[src/sv/mfp_pkg.sv]
// ----------------------------------------------------------------------------
// mfp_pkg: shared types and constants for the frame store plotter
// Payload structs, operation and color codes, controller/datapath link.
// ----------------------------------------------------------------------------
package mfp_pkg;

    localparam int PANEL_WIDTH_DEF  = 128;
    localparam int PANEL_HEIGHT_DEF = 64;
    localparam int STORE_BYTES      = 1024;
    localparam int ADDR_W           = 10;

    localparam logic [1:0] OP_PLOT = 2'd0;
    localparam logic [1:0] OP_FILL = 2'd1;
    localparam logic [1:0] OP_READ = 2'd2;
    localparam logic [1:0] OP_TAKE = 2'd3;

    localparam logic [1:0] COL_CLEAR  = 2'd0;
    localparam logic [1:0] COL_SET    = 2'd1;
    localparam logic [1:0] COL_INVERT = 2'd2;

    localparam logic [0:0] CFG_ROTATION = 1'd0;
    localparam logic [0:0] CFG_INVERT   = 1'd1;

    typedef struct packed {
        logic [1:0]         operation;
        logic signed [15:0] x_pos;
        logic signed [15:0] y_pos;
        logic signed [15:0] rect_width;
        logic signed [15:0] rect_height;
        logic [1:0]         color;
        logic [9:0]         byte_address;
    } t_in_item;

    typedef struct packed {
        logic [7:0] read_data;
        logic [6:0] box_left;
        logic [6:0] box_right;
        logic [5:0] box_top;
        logic [5:0] box_bottom;
    } t_out_item;

    // controller -> datapath
    typedef struct packed {
        logic load;      // capture input item, compute clipped box
        logic clr_step;  // advance clear sweep
        logic rd;        // issue store read for current byte
        logic wr;        // write back modified byte
        logic advance;   // step to next byte of fill
        logic take;      // latch box result and empty box
        logic rdout;     // latch read result
    } t_cmd;

    // datapath -> controller
    typedef struct packed {
        logic clr_done;
        logic empty;     // clipped op draws nothing
        logic last;      // current byte is the last of the walk
        logic [1:0] op;
    } t_sts;

endpackage

[src/sv/mfp_ctrl.sv]
// ----------------------------------------------------------------------------
// mfp_ctrl: operation sequencer
// Clears the store after reset, then runs each item to result handoff: take
// latches the box, read reads a byte, plot and fill read-modify-write bytes.
// ----------------------------------------------------------------------------
module mfp_ctrl (
    input  logic          i_clk,
    input  logic          i_rst_n,
    input  logic          i_in_valid,
    output logic          o_in_ready,
    output logic          o_out_valid,
    input  logic          i_out_ready,
    input  mfp_pkg::t_sts i_sts,
    output mfp_pkg::t_cmd o_cmd
);
    import mfp_pkg::*;

    typedef enum logic [6:0] {
        S_CLEAR = 7'b0000001,
        S_IDLE  = 7'b0000010,
        S_DEC   = 7'b0000100,
        S_RD    = 7'b0001000,
        S_WAIT  = 7'b0010000,
        S_WR    = 7'b0100000,
        S_OUT   = 7'b1000000
    } t_state;

    t_state r_state, n_state;

    always_ff @(posedge i_clk) begin
        if (!i_rst_n) begin
            r_state <= S_CLEAR;
        end else begin
            r_state <= n_state;
        end
    end

    assign o_in_ready  = (r_state == S_IDLE);
    assign o_out_valid = (r_state == S_OUT);

    // next state and commands
    always_comb begin
        n_state = r_state;
        o_cmd   = '0;
        case (r_state)
            S_CLEAR: begin
                o_cmd.clr_step = 1'b1;
                if (i_sts.clr_done) n_state = S_IDLE;
            end
            S_IDLE: begin
                if (i_in_valid) begin
                    o_cmd.load = 1'b1;
                    n_state    = S_DEC;
                end
            end
            S_DEC: begin
                case (i_sts.op)
                    OP_TAKE: begin
                        o_cmd.take = 1'b1;
                        n_state    = S_OUT;
                    end
                    default: begin
                        if (i_sts.op != OP_READ && i_sts.empty) begin
                            n_state = S_OUT;
                        end else begin
                            o_cmd.rd = 1'b1;
                            n_state  = S_WAIT;
                        end
                    end
                endcase
            end
            S_RD: begin
                o_cmd.rd = 1'b1;
                n_state  = S_WAIT;
            end
            S_WAIT: begin
                if (i_sts.op == OP_READ) begin
                    o_cmd.rdout = 1'b1;
                    n_state     = S_OUT;
                end else begin
                    n_state = S_WR;
                end
            end
            S_WR: begin
                o_cmd.wr = 1'b1;
                if (i_sts.last) begin
                    n_state = S_OUT;
                end else begin
                    o_cmd.advance = 1'b1;
                    n_state       = S_RD;
                end
            end
            S_OUT: begin
                if (i_out_ready) n_state = S_IDLE;
            end
            default: n_state = S_IDLE;
        endcase
    end
endmodule

[config.mk]
export PLATFORM = sky130hd
export DESIGN_NAME = mfp_ctrl
export DESIGN_NICKNAME = d
export VERILOG_FILES = /design/src/sv/mfp_pkg.sv /design/src/sv/mfp_ctrl.sv
export SDC_FILE = /design/constraint.sdc
export NUM_CORES = 1
export LEC_CHECK = 0
export BUFFER_PORTS_ARGS = -buffer_cell sky130_fd_sc_hd__buf_4
export CORE_AREA = 4 4 41 43
export DETAILED_ROUTE_END_ITERATION = 6
export DIE_AREA = 0 0 45 47
export PLACE_DENSITY = 0.66
export SLEW_MARGIN = 5
export SYNTH_ARGS = -nofsm -noshare
export SYNTH_HDL_FRONTEND = slang
export SYNTH_SLANG_ARGS = --single-unit
[constraint.sdc]
create_clock -name i_clk -period 1.45 [get_ports i_clk]
set_clock_uncertainty 0.15 [all_clocks]
set_input_delay 0.0725 -clock i_clk [delete_from_list [all_inputs] [get_ports i_clk]]
set_output_delay 0.0725 -clock i_clk [all_outputs]
set_load 0.01 [all_outputs]
==> metrics.txt <==
outcome finished with violations; violations in the final reports setup timing; HPWL Detailed between 1000 and 1500 µm; Worst R2R Setup Slack -50 ps; final setup violation count 14; Hold Crit Class in2reg; Worst Path Class, Setup reg2out; unrepaired setup endpoints after global routing true; average wire length per cell after detail routing 14.26 µm; worst setup slack before clock tree synthesis -37.40 ps; TritonCTS sink count 7; later-pin clock latency in the skew report 260 ps; Total Die Area between 0.002 and 0.0025 mm²; length of the first detailed-routing pass in iterations 3; Top-Level Pins 18; Tightest Pin Transition 285.8 ps; hold_sp i_sts[0]; number of standard cells after synthesis slightly above 60; Post-route DRC 0; time the worst path needs with I/O delays and setup 1708 ps; Setup WS post-layout -258.0 ps; Clk pin slew, worst setup/hold paths 60 ps; registers with the highest flip-flop counts r_state (7); end of the worst register-to-register path r_state[1]$_SDFFE_PN0P_; max-capacitance violation count 0; biggest area consumer among synthesized cells sky130_fd_sc_hd__dfxtp_1; fraction of synthesized cell area taken by the top area cell type 0.2779; register bit total from synthesis 7; post-detailed-route count of antenna-violating nets 0; GRT Resource Usage Total 0.1767; floorplan core area about 0.0013 mm²; Net count, final 111; effective utilization at floorplan 0.3875; critical path peak fanout 7; maximum number of pins on one net before global-route repair 11; Avg Synthesized Cell Area roughly 8.1 µm²; vertical extent of the die between 40 and 50 µm; max FFs per register 7; highest clock frequency the design can meet 585.5 MHz; Register-to-Register Path Depth 6; n_diodes 0; Max-slew headroom 0.8080; horizontal die dimension between 40 and 50 µm; cell types with the largest area share after synthesis sky130_fd_sc_hd__dfxtp_1 28%, sky130_fd_sc_hd__nor3b_1 7.4%, sky130_fd_sc_hd__nor4_2 7.4%; critical path endpoint category output pin; cell at the root of the clock tree sky130_fd_sc_hd__clkbuf_4; R2R Path Start r_state[1]$_SDFFE_PN0P_; Worst EP arrival 1490 ps; summed negative setup slack over all endpoints -1962 ps; Vias/cell between 5 and 6; Fill cells 95; final critical-path share of the clock period 1.178; Syn Nets 71; final estimated routing congestion in global placement about 0.86; first-pass GRT wire length about 2700 µm; total power consumption of the routed design 0.5508 mW; vias after detailed routing between 600 and 700; static leakage 0.4135 nW; total clock buffers created by CTS 3; worst supply voltage drop on vdd between 0.0005 and 0.0006 V; Hold Worst Slack roughly 41 ps; hold-critical path endpoint r_state[5]$_SDFFE_PN0P_; initial antenna violation count 0; final count of pins violating max slew 0; Multi-input gate area ~400 µm²; sequential share of the synthesized area 0.2779; library cells used by synthesis 30; utilization after layout 0.6962; Worst Hold Path Cells 4; count of input and output buffers 17; Clock Tree Buf Depth 2; number of H-tree levels 1; Worst Path Required ~1200 ps; overall routed net length around 1700 µm; vias in the first global route about 600; clock tree from TritonCTS built; count of warnings emitted by yosys 0; Synth Cell Area between 500 and 600 µm²; iteration-0 DRC count of the detailed router 9; final hold viol count 0; leftover overflow at the end of global routing 0; total area of sequential cells around 160 µm²; type of element launching the critical path register; share of cells above drive strength 1 0.5149; power density of the placed cells a little over 600 mW/mm²; register containing the most flip-flops in the final layout r_state; # rows 13; area overhead of the layout relative to synthesis 79.65%
synth_stat cells (all sizes together):
library cell / number
a2111oi: 1
a21boi: 1
a21oi: 3
a31oi: 1
and2: 2
and3: 2
and4: 1
buf: 1
clkbuf: 1
dfxtp: 7
inv: 3
mux2i: 1
nand2: 3
nand2b: 2
nand3b: 1
nand4b: 1
nor2: 6
nor2b: 2
nor3: 1
nor3b: 5
nor4: 3
nor4bb: 1
o21ai: 4
o221ai: 1
o2bb2ai: 1
o41ai: 1
or2: 2
or2b: 2
or3: 1
xor2: 1
worst max-delay path, stage by stage (launching register included):
cell and delay (ps):
sky130_fd_sc_hd__dfxtp_4 380, sky130_fd_sc_hd__nor4_4 330, sky130_fd_sc_hd__nand2b_1 190, sky130_fd_sc_hd__nor3b_2 190, sky130_fd_sc_hd__buf_4 140
worst max-delay path by stage:
| stage | start | to | cells after the start |
|---|---|---|---|
| floorplan | r_state[3]$_SDFFE_PN0P_ | r_state[4]$_SDFFE_PN0P_ | 3 |
| global placement | r_state[4]$_SDFFE_PN0P_ | o_out_valid | 4 |
| detailed placement | r_state[4]$_SDFFE_PN0P_ | o_out_valid | 4 |
| CTS | r_state[3]$_SDFFE_PN0P_ | o_cmd[4] | 3 |
| global route | r_state[4]$_SDFFE_PN0P_ | o_out_valid | 4 |
| finish | r_state[4]$_SDFFE_PN0P_ | o_out_valid | 4 |
layout by cell type (no fill, tap or decap), types with 3 or more instances in the layout:
| cell type | instances |
|---|---|
| sky130_fd_sc_hd__buf_4 | 31 |
| sky130_fd_sc_hd__nor2_1 | 6 |
| sky130_fd_sc_hd__o21ai_0 | 4 |
| sky130_fd_sc_hd__dlygate4sd3_1 | 4 |
| sky130_fd_sc_hd__inv_1 | 3 |
| sky130_fd_sc_hd__nor3b_1 | 3 |
| sky130_fd_sc_hd__a21oi_1 | 3 |
| sky130_fd_sc_hd__clkbuf_4 | 3 |
| sky130_fd_sc_hd__dfxtp_4 | 3 |
| sky130_fd_sc_hd__dfxtp_2 | 3 |
logic make-up (layout without fill, tap and decap cells):
family / count (synthesis) / in the layout / synth area share
xor gates and xnor gates: 1 / 1 / 0.01737
AOI/OAI and AO/OA: 13 / 13 / 0.1787
muxes: 1 / 1 / 0.01985
and+or+nand+nor: 35 / 35 / 0.4615
buffers and inverters: 5 / 44 / 0.04466
DFF: 7 / 7 / 0.2779
through the flow:
stage                     std cells  cell area, µm²
after CTS                       114           869.6
final                           116           905.9
after floorplan                  62           516.7
after global placement          101           719.4
after detailed placement        101           719.4
after global routing            116           905.9
per-layer routing:
| layer | track usage | share of wire | routed length [µm] | vias up |
|---|---|---|---|---|
| met3 | 0.06130 | 0.047 | 78 | 4 |
| met2 | 0.2768 | 0.49 | 806 | 14 |
| met4 | 0.07602 | 0.021 | 34 | 0 |
| li1 | - | - | - | 306 |
| met5 | 0 | 0 | 0 | - |
| met1 | 0.2202 | 0.44 | 734 | 290 |
report_power, final:
part,internal (mW),total [mW],switching [mW]
clock,0.106,0.187,0.0818
combinational,0.0887,0.160,0.0718
sequential,0.196,0.203,0.00722
total,0.390,0.551,0.161
repair_timing:
item	CTS	global route
hold endpoints to repair	7	0
pin swaps	7	4
endpoints found under the setup margin	12	15
setup buffers	5	3
gates resized for setup	13	7
hold buffers	4	0
area by class of cell:
type,instances,area share
tap,15,0.02072
inverter,3,0.01243
timing repair buffer,37,0.3260
clock buffer,4,0.02901
sequential,7,0.1713
multi-input combinational,50,0.4406
(Power assumes the default switching activity.)
